===== src/hw/rtl/lrc_time_tag_parser_top_assert.svh =====
// ----------------------------------------------------------------------------
// Assertion macros for the LRC time-tag parser
// Concurrent checks clocked on clk; the plain form is disabled during reset.
// ----------------------------------------------------------------------------
`ifndef LRC_TIME_TAG_PARSER_TOP_ASSERT_SVH
`define LRC_TIME_TAG_PARSER_TOP_ASSERT_SVH

// Check that holds outside reset.
`define LRC_ASSERT(label, prop, msg) \
  label: assert property (@(posedge clk) disable iff (rst) (prop)) else $error(msg);

// Check that also holds across reset.
`define LRC_ASSERT_RST(label, prop, msg) \
  label: assert property (@(posedge clk) (prop)) else $error(msg);

`endif


===== src/hw/rtl/lrc_ttp_pkg.sv =====
// ----------------------------------------------------------------------------
// LRC time-tag parser package
// Character codes, layout codes, time constants and the stage record.
// ----------------------------------------------------------------------------
package lrc_ttp_pkg;

  localparam int TAG_WINDOW_DEFAULT = 16;

  // Positions inspected by the classifier, from '[' to the latest ']'.
  localparam int VIEW_LEN = 18;

  localparam logic [7:0] CHAR_LBRACKET = 8'h5B;
  localparam logic [7:0] CHAR_RBRACKET = 8'h5D;
  localparam logic [7:0] CHAR_DASH     = 8'h2D;
  localparam logic [7:0] CHAR_DOT      = 8'h2E;
  localparam logic [7:0] CHAR_COLON    = 8'h3A;
  localparam logic [7:0] CHAR_ZERO     = 8'h30;
  localparam logic [7:0] CHAR_NINE     = 8'h39;

  localparam logic [28:0] HOUR_MS     = 29'd3600000;
  localparam logic [28:0] MINUTE_MS   = 29'd60000;
  localparam logic [28:0] SECOND_MS   = 29'd1000;
  localparam logic [28:0] TIME_MAX_MS = 29'd359999999;

  typedef enum logic [3:0] {
    LAYOUT_INVALID        = 4'd0,
    LAYOUT_MM_SS          = 4'd1,
    LAYOUT_MM_SS_C_MS     = 4'd2,
    LAYOUT_MM_SS_CS       = 4'd3,
    LAYOUT_MM_SS_MS       = 4'd4,
    LAYOUT_HH_MM_SS_C_MS  = 4'd5,
    LAYOUT_HH_MM_SS_MS    = 4'd6,
    LAYOUT_HH_MM_SS_CS    = 4'd7,
    LAYOUT_HH_MM_SS       = 4'd8
  } layout_t;

  typedef struct packed {
    layout_t    code;
    logic       tone;
    logic [6:0] hours;
    logic [6:0] minutes;
    logic [6:0] seconds;
    logic [9:0] frac;
  } tag_fields_t;

endpackage


===== src/hw/rtl/lrc_ttp_if.sv =====
// ----------------------------------------------------------------------------
// LRC time-tag parser channels
// Valid/ready channels for text bytes and for parsed tag results.
// ----------------------------------------------------------------------------
interface lrc_ttp_char_if;
  logic       valid;
  logic       ready;
  logic [7:0] char_byte;

  modport source (output valid, output char_byte, input ready);
  modport sink (input valid, input char_byte, output ready);
endinterface

interface lrc_ttp_tag_if;
  logic        valid;
  logic        ready;
  logic [3:0]  layout_code;
  logic        tone_flag;
  logic [28:0] time_ms;

  modport source (output valid, output layout_code, output tone_flag, output time_ms,
                  input ready);
  modport sink (input valid, input layout_code, input tone_flag, input time_ms,
                output ready);
endinterface


===== src/hw/rtl/lrc_ttp_classify.sv =====
// ----------------------------------------------------------------------------
// LRC tag classifier
// Recognizes the time-tag layout of a closed tag and extracts its fields.
// ----------------------------------------------------------------------------
module lrc_ttp_classify #(
  parameter int TAG_WINDOW = lrc_ttp_pkg::TAG_WINDOW_DEFAULT,
  localparam int POS_W = $clog2(TAG_WINDOW + 1)
) (
  input  logic [7:0]               window [TAG_WINDOW],
  input  logic [POS_W-1:0]         pos,
  input  logic [7:0]               char_byte,
  output lrc_ttp_pkg::tag_fields_t fields
);
  import lrc_ttp_pkg::*;

  logic [7:0] pos_ext;
  logic [7:0] view [VIEW_LEN];
  logic [VIEW_LEN-1:0] dig, rb, dash, dot, colon;
  logic [3:0] dval [VIEW_LEN];
  logic [VIEW_LEN-4:0] tone_ok;
  logic fits;
  layout_t code;
  logic tone;

  function automatic logic [6:0] val2(input logic [3:0] a, input logic [3:0] b);
    return 7'({3'd0, a} * 7'd10 + {3'd0, b});
  endfunction

  function automatic logic [9:0] val3(input logic [3:0] a, input logic [3:0] b,
                                      input logic [3:0] c);
    return 10'({3'd0, val2(a, b)} * 10'd10 + {6'd0, c});
  endfunction

  assign pos_ext = 8'(pos);
  assign fits = pos < POS_W'(TAG_WINDOW);

  // The byte being processed sits at the current position; later places read as zero.
  for (genvar i = 0; i < VIEW_LEN; i++) begin : g_view
    if (i < TAG_WINDOW) begin : g_win
      assign view[i] = (8'(i) < pos_ext) ? window[i] :
                       (8'(i) == pos_ext) ? char_byte : 8'h00;
    end else begin : g_pad
      assign view[i] = 8'h00;
    end
    assign dig[i]   = (view[i] >= CHAR_ZERO) && (view[i] <= CHAR_NINE);
    assign dval[i]  = view[i][3:0];
    assign rb[i]    = view[i] == CHAR_RBRACKET;
    assign dash[i]  = view[i] == CHAR_DASH;
    assign dot[i]   = view[i] == CHAR_DOT;
    assign colon[i] = view[i] == CHAR_COLON;
  end

  for (genvar i = 0; i <= VIEW_LEN - 4; i++) begin : g_tone
    assign tone_ok[i] = dig[i] && dig[i+1] && dig[i+2] && rb[i+3];
  end

  always_comb begin
    code = LAYOUT_INVALID;
    tone = 1'b0;
    if (fits && view[0] == CHAR_LBRACKET && dig[1] && dig[2] && colon[3]
        && dig[4] && dig[5]) begin
      if (rb[6]) begin
        code = LAYOUT_MM_SS;
      end else if (dash[6]) begin
        if (tone_ok[7]) begin
          code = LAYOUT_MM_SS;
          tone = 1'b1;
        end
      end else if (dot[6]) begin
        if (dig[7] && dig[8]) begin
          if (rb[9]) begin
            code = LAYOUT_MM_SS_CS;
          end else if (dash[9]) begin
            if (tone_ok[10]) begin
              code = LAYOUT_MM_SS_CS;
              tone = 1'b1;
            end
          end else if (dig[9] && rb[10]) begin
            code = LAYOUT_MM_SS_MS;
          end
        end
      end else if (colon[6] && dig[7] && dig[8]) begin
        if (dot[9]) begin
          if (dig[10] && dig[11]) begin
            if (rb[12]) begin
              code = LAYOUT_HH_MM_SS_CS;
            end else if (dash[12]) begin
              if (tone_ok[13]) begin
                code = LAYOUT_HH_MM_SS_CS;
                tone = 1'b1;
              end
            end else if (dig[12] && rb[13]) begin
              code = LAYOUT_HH_MM_SS_MS;
            end
          end
        end else if (colon[9]) begin
          if (dig[10] && dig[11] && dig[12]) begin
            if (rb[13]) begin
              code = LAYOUT_HH_MM_SS_C_MS;
            end else if (dash[13] && tone_ok[14]) begin
              code = LAYOUT_HH_MM_SS_C_MS;
              tone = 1'b1;
            end
          end
        end else if (rb[9]) begin
          code = LAYOUT_HH_MM_SS;
        end else if (dash[9]) begin
          if (tone_ok[10]) begin
            code = LAYOUT_HH_MM_SS;
            tone = 1'b1;
          end
        end else if (dig[9]) begin
          if (rb[10]) begin
            code = LAYOUT_MM_SS_C_MS;
          end else if (dash[10] && tone_ok[11]) begin
            code = LAYOUT_MM_SS_C_MS;
            tone = 1'b1;
          end
        end
      end
    end
  end

  // An invalid tag leaves every field at zero, so its time sums to zero.
  always_comb begin
    fields = '0;
    fields.code = code;
    fields.tone = tone;
    case (code)
      LAYOUT_MM_SS, LAYOUT_MM_SS_C_MS, LAYOUT_MM_SS_CS, LAYOUT_MM_SS_MS: begin
        fields.minutes = val2(dval[1], dval[2]);
        fields.seconds = val2(dval[4], dval[5]);
        if (code == LAYOUT_MM_SS_C_MS || code == LAYOUT_MM_SS_MS) begin
          fields.frac = val3(dval[7], dval[8], dval[9]);
        end else if (code == LAYOUT_MM_SS_CS) begin
          fields.frac = val3(dval[7], dval[8], 4'd0);
        end
      end
      LAYOUT_HH_MM_SS_C_MS, LAYOUT_HH_MM_SS_MS, LAYOUT_HH_MM_SS_CS, LAYOUT_HH_MM_SS: begin
        fields.hours   = val2(dval[1], dval[2]);
        fields.minutes = val2(dval[4], dval[5]);
        fields.seconds = val2(dval[7], dval[8]);
        if (code == LAYOUT_HH_MM_SS_C_MS || code == LAYOUT_HH_MM_SS_MS) begin
          fields.frac = val3(dval[10], dval[11], dval[12]);
        end else if (code == LAYOUT_HH_MM_SS_CS) begin
          fields.frac = val3(dval[10], dval[11], 4'd0);
        end
      end
      default: begin
        fields.tone = 1'b0;
      end
    endcase
  end

endmodule


===== src/hw/rtl/lrc_time_tag_parser_top.sv =====
// ----------------------------------------------------------------------------
// LRC time-tag parser
// Finds bracketed time tags in a text byte stream and reports their time.
// ----------------------------------------------------------------------------
// The text channel takes one byte per transfer. Bytes outside a tag are
// dropped; a '[' opens a tag and the next ']' closes it. Each closing ']'
// produces one transfer on the tags channel: layout code (0 when the tag is
// malformed or does not fit in TAG_WINDOW bytes), tone flag and the time in
// milliseconds, saturated at 359999999.
// Throughput is one byte per cycle while the tags channel does not stall.
// A closing ']' passes through the input register and the classifier stage
// register, and its time sum feeds the output register on the tags channel.
// The three registers form a stalling pipeline, so while the receiver holds
// ready low the block keeps taking bytes until all stages are full.
// Synchronous reset empties the pipeline and leaves the block outside any tag;
// the tag window itself is not cleared since only bytes of the current tag
// are ever read.
module lrc_time_tag_parser_top #(
  parameter int TAG_WINDOW = lrc_ttp_pkg::TAG_WINDOW_DEFAULT
) (
  input logic            clk,
  input logic            rst,
  lrc_ttp_char_if.sink   text,
  lrc_ttp_tag_if.source  tags
);
  import lrc_ttp_pkg::*;

  localparam int POS_W = $clog2(TAG_WINDOW + 1);
  localparam int IDX_W = $clog2(TAG_WINDOW);

  logic             s0_valid;
  logic [7:0]       s0_byte;
  logic             inside_tag;
  logic [POS_W-1:0] char_position;
  logic [7:0]       tag_window [TAG_WINDOW];
  logic             mid_valid;
  tag_fields_t      mid;
  logic             out_valid;
  layout_t          out_code;
  logic             out_tone;
  logic [28:0]      out_time;

  logic             out_en, mid_en, s0_take, fits, closes;
  tag_fields_t      fields;
  logic [28:0]      time_sum, time_sat;

  assign out_en     = !out_valid || tags.ready;
  assign mid_en     = !mid_valid || out_en;
  assign s0_take    = s0_valid && mid_en;
  assign text.ready = !s0_valid || mid_en;
  assign fits       = char_position < POS_W'(TAG_WINDOW);
  assign closes     = inside_tag && (s0_byte == CHAR_RBRACKET);

  always_ff @(posedge clk) begin
    if (rst) begin
      s0_valid <= 1'b0;
    end else if (text.ready) begin
      s0_valid <= text.valid;
    end
    if (text.valid && text.ready) begin
      s0_byte <= text.char_byte;
    end
  end

  always_ff @(posedge clk) begin
    if (rst) begin
      inside_tag    <= 1'b0;
      char_position <= '0;
    end else if (s0_take) begin
      if (!inside_tag) begin
        if (s0_byte == CHAR_LBRACKET) begin
          inside_tag    <= 1'b1;
          char_position <= POS_W'(1);
        end
      end else if (s0_byte == CHAR_RBRACKET) begin
        inside_tag    <= 1'b0;
        char_position <= '0;
      end else if (fits) begin
        char_position <= char_position + 1'b1;
      end
    end
  end

  always_ff @(posedge clk) begin
    if (s0_take) begin
      if (!inside_tag) begin
        if (s0_byte == CHAR_LBRACKET) begin
          tag_window[0] <= s0_byte;
        end
      end else if (fits) begin
        tag_window[char_position[IDX_W-1:0]] <= s0_byte;
      end
    end
  end

  lrc_ttp_classify #(
    .TAG_WINDOW (TAG_WINDOW)
  ) u_classify (
    .window    (tag_window),
    .pos       (char_position),
    .char_byte (s0_byte),
    .fields    (fields)
  );

  always_ff @(posedge clk) begin
    if (rst) begin
      mid_valid <= 1'b0;
    end else if (mid_en) begin
      mid_valid <= s0_valid && closes;
    end
    if (s0_take && closes) begin
      mid <= fields;
    end
  end

  always_comb begin
    time_sum = 29'(mid.hours) * HOUR_MS + 29'(mid.minutes) * MINUTE_MS
             + 29'(mid.seconds) * SECOND_MS + 29'(mid.frac);
    time_sat = (time_sum > TIME_MAX_MS) ? TIME_MAX_MS : time_sum;
  end

  always_ff @(posedge clk) begin
    if (rst) begin
      out_valid <= 1'b0;
    end else if (out_en) begin
      out_valid <= mid_valid;
    end
    if (out_en && mid_valid) begin
      out_code <= mid.code;
      out_tone <= mid.tone;
      out_time <= time_sat;
    end
  end

  assign tags.valid       = out_valid;
  assign tags.layout_code = out_code;
  assign tags.tone_flag   = out_tone;
  assign tags.time_ms     = out_time;

`include "lrc_time_tag_parser_top_assert.svh"

  `LRC_ASSERT_RST(a_reset_empty, rst |=> (!inside_tag && !s0_valid && !mid_valid && !out_valid), "Reset did not empty the parser")
  `LRC_ASSERT(a_outside_no_count, !inside_tag |-> char_position == '0, "Byte count held outside a tag")
  `LRC_ASSERT(a_close_makes_result, (s0_take && closes) |=> mid_valid, "Closing bracket produced no result")
  `LRC_ASSERT(a_invalid_zero, (tags.valid && tags.layout_code == LAYOUT_INVALID) |-> (tags.time_ms == '0 && !tags.tone_flag), "Invalid tag carries time or tone")
  `LRC_ASSERT(a_time_cap, tags.valid |-> tags.time_ms <= TIME_MAX_MS, "Tag time above saturation limit")

endmodule


===== src/flat_wrapper.sv =====
// flat-port wrapper written by rule: the top's interface ports become plain ports
module lrc_time_tag_parser_top_flat import lrc_ttp_pkg::*;
#(
  parameter int TAG_WINDOW = lrc_ttp_pkg::TAG_WINDOW_DEFAULT
)
  (clk, rst, text_valid, text_char_byte, text_ready, tags_valid, tags_layout_code, tags_tone_flag, tags_time_ms, tags_ready);
  lrc_ttp_char_if text_i ();
  lrc_ttp_tag_if tags_i ();
  input logic clk;
  input logic rst;
  input wire logic [$bits(text_i.valid)-1:0] text_valid;
  input wire logic [$bits(text_i.char_byte)-1:0] text_char_byte;
  output wire logic [$bits(text_i.ready)-1:0] text_ready;
  output wire logic [$bits(tags_i.valid)-1:0] tags_valid;
  output wire logic [$bits(tags_i.layout_code)-1:0] tags_layout_code;
  output wire logic [$bits(tags_i.tone_flag)-1:0] tags_tone_flag;
  output wire logic [$bits(tags_i.time_ms)-1:0] tags_time_ms;
  input wire logic [$bits(tags_i.ready)-1:0] tags_ready;
  assign text_i.valid = text_valid;
  assign text_i.char_byte = text_char_byte;
  assign text_ready = text_i.ready;
  assign tags_valid = tags_i.valid;
  assign tags_layout_code = tags_i.layout_code;
  assign tags_tone_flag = tags_i.tone_flag;
  assign tags_time_ms = tags_i.time_ms;
  assign tags_i.ready = tags_ready;
  lrc_time_tag_parser_top #(.TAG_WINDOW(TAG_WINDOW)) u_core (.clk(clk), .rst(rst), .text(text_i), .tags(tags_i));
endmodule

===== config.mk =====
export PLATFORM = sky130hd
export DESIGN_NAME = lrc_time_tag_parser_top_flat
export DESIGN_NICKNAME = d
export VERILOG_FILES = /design/src/hw/rtl/lrc_ttp_pkg.sv /design/src/hw/rtl/lrc_ttp_if.sv /design/src/hw/rtl/lrc_ttp_classify.sv /design/src/hw/rtl/lrc_time_tag_parser_top.sv /design/src/flat_wrapper.sv
export VERILOG_INCLUDE_DIRS = /design/src /design/src/hw/rtl
export SDC_FILE = /design/constraint.sdc
export NUM_CORES = 1
export LEC_CHECK = 0
export BUFFER_PORTS_ARGS = -buffer_cell sky130_fd_sc_hd__buf_2
export CELL_PAD_IN_SITES_DETAIL_PLACEMENT = 1
export CELL_PAD_IN_SITES_GLOBAL_PLACEMENT = 1
export CORE_MARGIN = 2
export CORE_UTILIZATION = 25
export DETAILED_ROUTE_END_ITERATION = 8
export GPL_TIMING_DRIVEN = 0
export PLACE_DENSITY_LB_ADDON = 0.12
export SKIP_LAST_GASP = 1
export SLEW_MARGIN = 20
export SYNTH_ARGS = -nofsm -noshare
export SYNTH_HDL_FRONTEND = slang
export SYNTH_SLANG_ARGS = --single-unit

===== constraint.sdc =====
create_clock -name clk -period 9.1 [get_ports clk]
set_input_delay 0 -clock clk [delete_from_list [all_inputs] [get_ports clk]]
set_output_delay 0 -clock clk [all_outputs]
set_load 0.03 [all_outputs]

==> results.tsv, run 1 <==
metric	value	unit
Residual DRC	0	
# nets final	2156	
GPL Wtd Cong	0.790	
post-synthesis cell area	17900	µm²
Leakage	8.93	nW
CP Launch Point	u_core.mid[10]$_SDFFCE_PN0P_	
first drt pass iteration count	5	
skew final	24.2	ps
syn_nets	2057	
Data arrival, critical path	8900	ps
Worst-Margin Slew	1200	ps
Hold Vio Cnt, Final	0	
CP endpoint kind	flop	
Iter 0 DRT Violations	541	
Pint	0.00175	W
CTS H-tree depth	1	
RSZ-0062 raised after global routing	yes	
hold_sp	text_char_byte[1]	
Pwr Density	109	nW/µm²
largest net degree at the start of global routing	28	
die width	272	µm
most used cell, CP	fa_1	
Most used DFF post-synth	edfxtp_1	
Clock Path Buffers	3	
clock root buffer	clkbuf_16	
area of the core	71200	µm²
Congestion Overflow GR	0	
design area	20600	µm²
Clock Latency Late Sink	580	ps
Post-Syn Instances	1724	
worst min path class	input pin to flop	
ys async rst share	0	%
period utilisation layout	94.3	%
# diodes	0	
port bufs	47	
first-pass GRT wire length	85900	µm
Ports	48	
max-slew violation count	0	
gr usage total	15.0	%
synthesis warning total	0	
Final Critical Period	8590	ps
layout cells sized above 1	9.17	%
max_cap viols	0	
die height	272	µm
Clk network pwr share	50.2	%
TritonCTS buffer count	27	
maximum VDD drop	0.000143	V
Final WS setup	515	ps
drt total wl	55500	µm
relative slew slack	19.7	%
Max Freq	116	MHz
outcome	finished clean	
Worst-path clk slew	60	ps
Comb pwr share	2.5	%
number of synthesized register bits	207	
sequential cell area fraction in the yosys report	34.2	%
Post-DP Area	19500	µm²
synthesized area per cell	10.4	µm²
die area	73800	µm²
Netlist cell types	95	
Req. time, crit path	9410	ps
initial antenna violation count	2	
post-DP HPWL	44500	µm
Setup CP Type	flop to flop	
worst-path fanout max	10	
row cnt	98	
Sequential Power Share	47.3	%
CTS tree	yes	
Worst path max stage delay	580	ps
net switching power	0.000504	W
count of final setup violators	0	
Final ANT Viol Nets	0	
initial core utilization	25.1	%
CP Launch Type	flop	
vias in the first global route	14500	
cell with the largest stage delay on the worst path	fa_1	
vias per cell	4.72	
pre-CTS WS	-522	ps
clk sink count	207	
Post-synth EDFFs	198	
wire length per cell	19.9	µm
switch share	22.4	%
routed vias	13200	
reg-to-reg startpoint	u_core.mid[10]$_SDFFCE_PN0P_	
Area Overhead vs Synth	15.2	%
==> through the flow <==
stage / instances / total power (W) / TNS [ps] / hold WS (ps) / util [%]
after global routing: 2793 / 0.00232 / -49.5 / 101 / 29.0
after detailed placement: 2727 / 0.00114 / -5490 / 179 / 27.3
final: 2793 / 0.00225 / 0 / 118 / 29.0
after floorplan: 1724 / 0.00109 / 0 / 69.1 / -
after CTS: 2789 / 0.00229 / 0 / 81.6 / 28.8
after global placement: 2721 / 0.00113 / -3730 / 177 / 27.1
==> layout make-up <==
class,instances,area [µm²]
fill,8019,50600
multi-input combinational,1266,10900
sequential,207,6130
tap,950,1190
inverter,202,758
clock buffer,31,691
timing repair buffer,70,508
buffer,49,258
clock inverter,18,231
==> state kept, by name, summed over array words and instances (netlist names), 4 cells and up <==
register and flops:
u_core.s0_byte 8, u_core.char_position 5, u_core.tag_window 120, u_core.tags.time_ms 29, u_core.mid 36, u_core.tags.layout_code 4
==> layout by cell type (no fill, tap or decap), types with 14 or more instances in the layout <==
| master | synthesis | routed |
|---|---|---|
| a21o_1 | 42 | 42 |
| a21oi_1 | 73 | 73 |
| and2_1 | 24 | 24 |
| buf_2 | 10 | 57 |
| buf_4 | 10 | 14 |
| clkbuf_1 | 25 | 29 |
| clkbuf_16 | 0 | 27 |
| edfxtp_1 | 198 | 198 |
| fa_1 | 93 | 93 |
| ha_1 | 228 | 228 |
| inv_1 | 202 | 201 |
| nand2_1 | 117 | 117 |
| nand2b_1 | 31 | 31 |
| nand3_1 | 31 | 31 |
| nor2_1 | 95 | 95 |
| nor2b_1 | 20 | 19 |
| nor3_1 | 31 | 26 |
| o21a_1 | 18 | 18 |
| o21ai_0 | 75 | 74 |
| o22ai_1 | 24 | 24 |
| xnor2_1 | 62 | 60 |
| xor2_1 | 36 | 35 |
==> per-layer routing <==
layer,up-vias,track usage [%],part of all wire [%]
li1,6394,-,-
met2,170,27.4,50
met1,6531,18.6,44
met4,4,4.28,3.2
met3,84,1.80,2.4
met5,-,0,0.049
==> cells in the mapped netlist (6+ instances only) <==
cell type	instances	area, µm²
a211o_1	8	70.1
nor3b_1	10	75.1
o22ai_1	24	150
xnor2_1	62	543
o21ai_0	75	375
nor2b_1	20	125
inv_1	202	758
buf_2	10	50.1
o21bai_1	7	52.6
and3_1	12	75.1
or2_2	7	43.8
nand2_1	117	439
mux2i_1	6	60.1
a21oi_1	73	365
a22o_1	12	105
nor2_1	95	357
nand3_1	31	155
clkbuf_1	25	93.8
fa_1	93	1860
nand4_1	13	81.3
a32o_1	8	80.1
nor4bb_1	7	70.1
a22oi_1	7	52.6
ha_1	228	2850
a211oi_1	7	52.6
nor4_1	8	50.1
edfxtp_1	198	5950
o211ai_1	13	97.6
xor2_1	36	315
buf_4	10	75.1
or3_1	9	56.3
a31oi_1	9	56.3
and2_1	24	150
nand2b_1	31	194
dfxtp_1	9	180
nand4b_1	7	61.3
a21o_1	42	315
nor3_1	31	155
o21a_1	18	135
==> worst paths after layout <==
kind,to,slack (ps),cells after the start
max,u_core.tags.time_ms[15]$_SDFFCE_PN0P_,510,31
min,u_core.s0_byte[1]$_DFFE_PP_,120,2
max reg2reg,u_core.tags.time_ms[15]$_SDFFCE_PN0P_,510,31
min reg2reg,u_core.tags.tone_flag$_DFFE_PP_,420,0
==> power by group through the flow <==
stage	clock [W]	combinational, W	sequential, W
after floorplan	0	0.0000195	0.00107
after global placement	0	0.0000399	0.00109
after detailed placement	0	0.0000527	0.00109
after CTS	0.00117	0.0000568	0.00107
after global routing	0.00120	0.0000593	0.00107
final	0.00113	0.0000566	0.00107
==> critical path, delay by kind of cell (launching register included) <==
family / cells / cell delay (ps)
AOI/OAI and AO/OA: 13 / 2630
xor gates and xnor gates: 1 / 200
adders and majority gates: 8 / 3580
buffers and inverters: 5 / 560
DFF: 1 / 540
and+or+nand+nor: 4 / 810
==> timing repair <==
| action | CTS | global route |
|---|---|---|
| pin swaps | 0 | 2 |
| resized for setup | 3 | 9 |
| hold buffers | 13 | 0 |
| cloned | 0 | 0 |
| endpoints found under the setup margin | 18 | 21 |
| buffers inserted | 0 | 4 |
| endpoints found under the hold margin | 25 | 0 |
==> logic make-up (layout without fill, tap and decap cells) <==
| family | count (synthesis) | in the layout | synth area share [%] |
|---|---|---|---|
| XOR/XNOR | 99 | 99 | 4.92 |
| flip-flops | 207 | 207 | 34.2 |
| buffers and inverters | 251 | 370 | 5.67 |
| AND/OR/NAND/NOR | 467 | 467 | 14.0 |
| AO/OA/AOI/OAI | 370 | 370 | 14.3 |
| multiplexers | 7 | 7 | 0.419 |
| adder cells (fa/ha/maj) | 323 | 323 | 26.4 |
Note: power is estimated with default switching activity, not from simulation.
==> run 2: changes to the inputs <==
Settings changed: ABC_AREA from default to 1.
==> run 2 against run 1 <==
Effect of this change:
- cell area is 0.32% lower
- cell count is 11% higher
- register-to-register slack better by 230 ps
- flip-flop and latch count stayed put
- largest power group unchanged
- non-clock buffer count is 38 lower
==> results.tsv, run 2 <==
metric	value	unit
clk sink count	207	
Pwr Density	107	nW/µm²
Hold Vio Cnt, Final	0	
initial core utilization	25.1	%
port bufs	47	
syn_nets	2360	
Congestion Overflow GR	0	
relative slew slack	21.9	%
die area	73800	µm²
setup TNS	0	ps
vias in the first global route	14800	
footprint of the multi-input gates	10300	µm²
Leakage	9.89	nW
Residual DRC	0	
CP endpoint kind	flop	
die height	272	µm
Worst-Margin Slew	1160	ps
Most used DFF post-synth	edfxtp_1	
worst min path class	input pin to flop	
register area	6130	µm²
CTS H-tree depth	1	
fin cells	3093	
most frequent cells in the layout	nand2_1 (384), inv_1 (343), ha_1 (228)	
Setup CP Type	flop to flop	
RSZ-0062 raised after global routing	no	
outcome	finished clean	
CP Launch Type	flop	
Top reg by flops	u_core.tag_window	
Post CTS Setup Buffer Count	0	
initial antenna violation count	0	
Synth top cells by count	nand2_1 (385), inv_1 (343), ha_1 (228)	
post-synthesis cell area	17900	µm²
top cell type's share of synthesized area	33.2	%
M1 WL	22600	µm
maximum VDD drop	0.000221	V
CTS tree	yes	
Worst path max stage delay	590	ps
Final WS setup	745	ps
Final ANT Viol Nets	0	
met3 WL post-DR	980	µm
DR top layer	met4	
largest area contributor in the netlist	edfxtp_1	
Final Critical Period	8350	ps
design area	20600	µm²
count of final setup violators	0	
sequential cell area fraction in the yosys report	34.2	%
Clock Latency Late Sink	590	ps
metal2 WL	28400	µm
worst-path fanout max	10	
pre-CTS WS	232	ps
# fillers	8321	
Ports	48	
max FFs per register	120	
most used cell, CP	nand2_1	
largest net degree at the start of global routing	25	
period utilisation layout	91.8	%
layout cells sized above 1	8.03	%
ys async rst share	0	%
# nets final	2455	
first-pass GRT wire length	84100	µm
row cnt	98	
Req. time, crit path	9410	ps
die width	272	µm
largest registers	u_core.tag_window x120, u_core.mid x36, u_core.tags.time_ms x29	
commonest non-fill, non-tap cell in the layout	nand2_1	
Post-Syn Instances	2027	
Synth area leaders	edfxtp_1 (33%), ha_1 (16%), fa_1 (10%)	
Post-synth EDFFs	198	
Post-DP Area	19500	µm²
Area Overhead vs Synth	14.9	%
Iter 0 DRT Violations	435	
wire length per cell	17.3	µm
Worst-path clk slew	60	ps
skew final	33.9	ps
clock root buffer	clkbuf_16	
Data arrival, critical path	8670	ps
Max Freq	120	MHz
vias per cell	4.43	
post-DP HPWL	44300	µm
number of synthesized register bits	207	
leading cell type by number of instances after synthesis	nand2_1	
max-slew violation count	0	
placed cells	3031	
routed vias	13700	
area of the core	71200	µm²
# diodes	0	
GPL Wtd Cong	0.811	
Clock Path Buffers	3	
cell with the largest stage delay on the worst path	fa_1	
TritonCTS buffer count	27	
drt total wl	53600	µm
synthesized area per cell	8.83	µm²
gr usage total	14.6	%
synthesis warning total	0	
Netlist cell types	54	
first drt pass iteration count	4	
max_cap viols	0	
run 2: cell count changes in the layout (fill, tap and decap cells not counted), sizes merged, moves of 31 or more:
cell    delta
o21ai     +40
nor2      +71
nand2b    -31
inv      +161
nand3     +68
a21o      -38
nand2    +282
run 2: final cells by class:
cell class              instances  area share [%]
plain buffers                  15           0.511
clock buffers                  33            3.39
clock inverters                17           0.955
inverters                     371            6.78
multi-input cells            1434            50.2
flip-flops and latches        207            29.8
well taps                     950            5.78
repair buffers                 66            2.57
run 2: cell families (layout without fill, tap and decap cells):
| kind of cell | count (synthesis) | count (layout) | share of synthesized area [%] |
|---|---|---|---|
| buffers and inverters | 386 | 502 | 8.38 |
| xor gates and xnor gates | 94 | 94 | 4.60 |
| and+or+nand+nor | 747 | 747 | 18.0 |
| DFF | 207 | 207 | 34.2 |
| AOI/OAI and AO/OA | 272 | 272 | 8.44 |
| adders and majority gates | 321 | 321 | 26.3 |
run 2: worst paths after layout:
kind	start	to	slack, ps	cells after the start
max	u_core.mid[10]$_SDFFCE_PN0P_	u_core.tags.time_ms[22]$_SDFFCE_PN1P_	750	36
min	text_char_byte[3]	u_core.s0_byte[3]$_DFFE_PP_	130	2
max reg2reg	u_core.mid[10]$_SDFFCE_PN0P_	u_core.tags.time_ms[22]$_SDFFCE_PN1P_	750	36
min reg2reg	u_core.mid[34]$_DFFE_PP_	u_core.tags.layout_code[2]$_DFFE_PP_	430	0
run 2: through the flow:
step                hold WS (ps)  power [W]  utilization (%)
finish                       126    0.00219             28.9
global route                 104    0.00226             28.9
CTS                         82.5    0.00223             28.8
detailed placement           179    0.00113             27.4
global placement             177    0.00112             27.1
floorplan                   69.1    0.00108                -
run 2: metal layers:
metal,vias up,global-route usage (%)
li1,6914,-
met1,6615,17.0
met2,100,27.9
met3,63,1.44
met4,0,4.40
met5,-,0
run 2: critical path, delay by kind of cell (launching register included):
kind | cells | cell delay [ps]
buffers and inverters | 3 | 360
AOI/OAI and AO/OA | 6 | 1100
adders and majority gates | 8 | 3570
xor gates and xnor gates | 2 | 400
and+or+nand+nor | 17 | 2140
DFF | 1 | 530
run 2: where the power goes:
part	leakage (nW)	internal, W	switching [W]
Clock	0.433	0.000638	0.000449
Combinational	7.46	0.0000136	0.0000265
Sequential	2.00	0.00105	0.0000203
Total	9.89	0.00170	0.000496
run 2: timing repair:
item / 4_1_cts / 5_1_grt
endpoints found under the setup margin: 0 / 18
hold endpoints to repair: 25 / 0
resized for setup: 0 / 4
hold buffers: 12 / 0
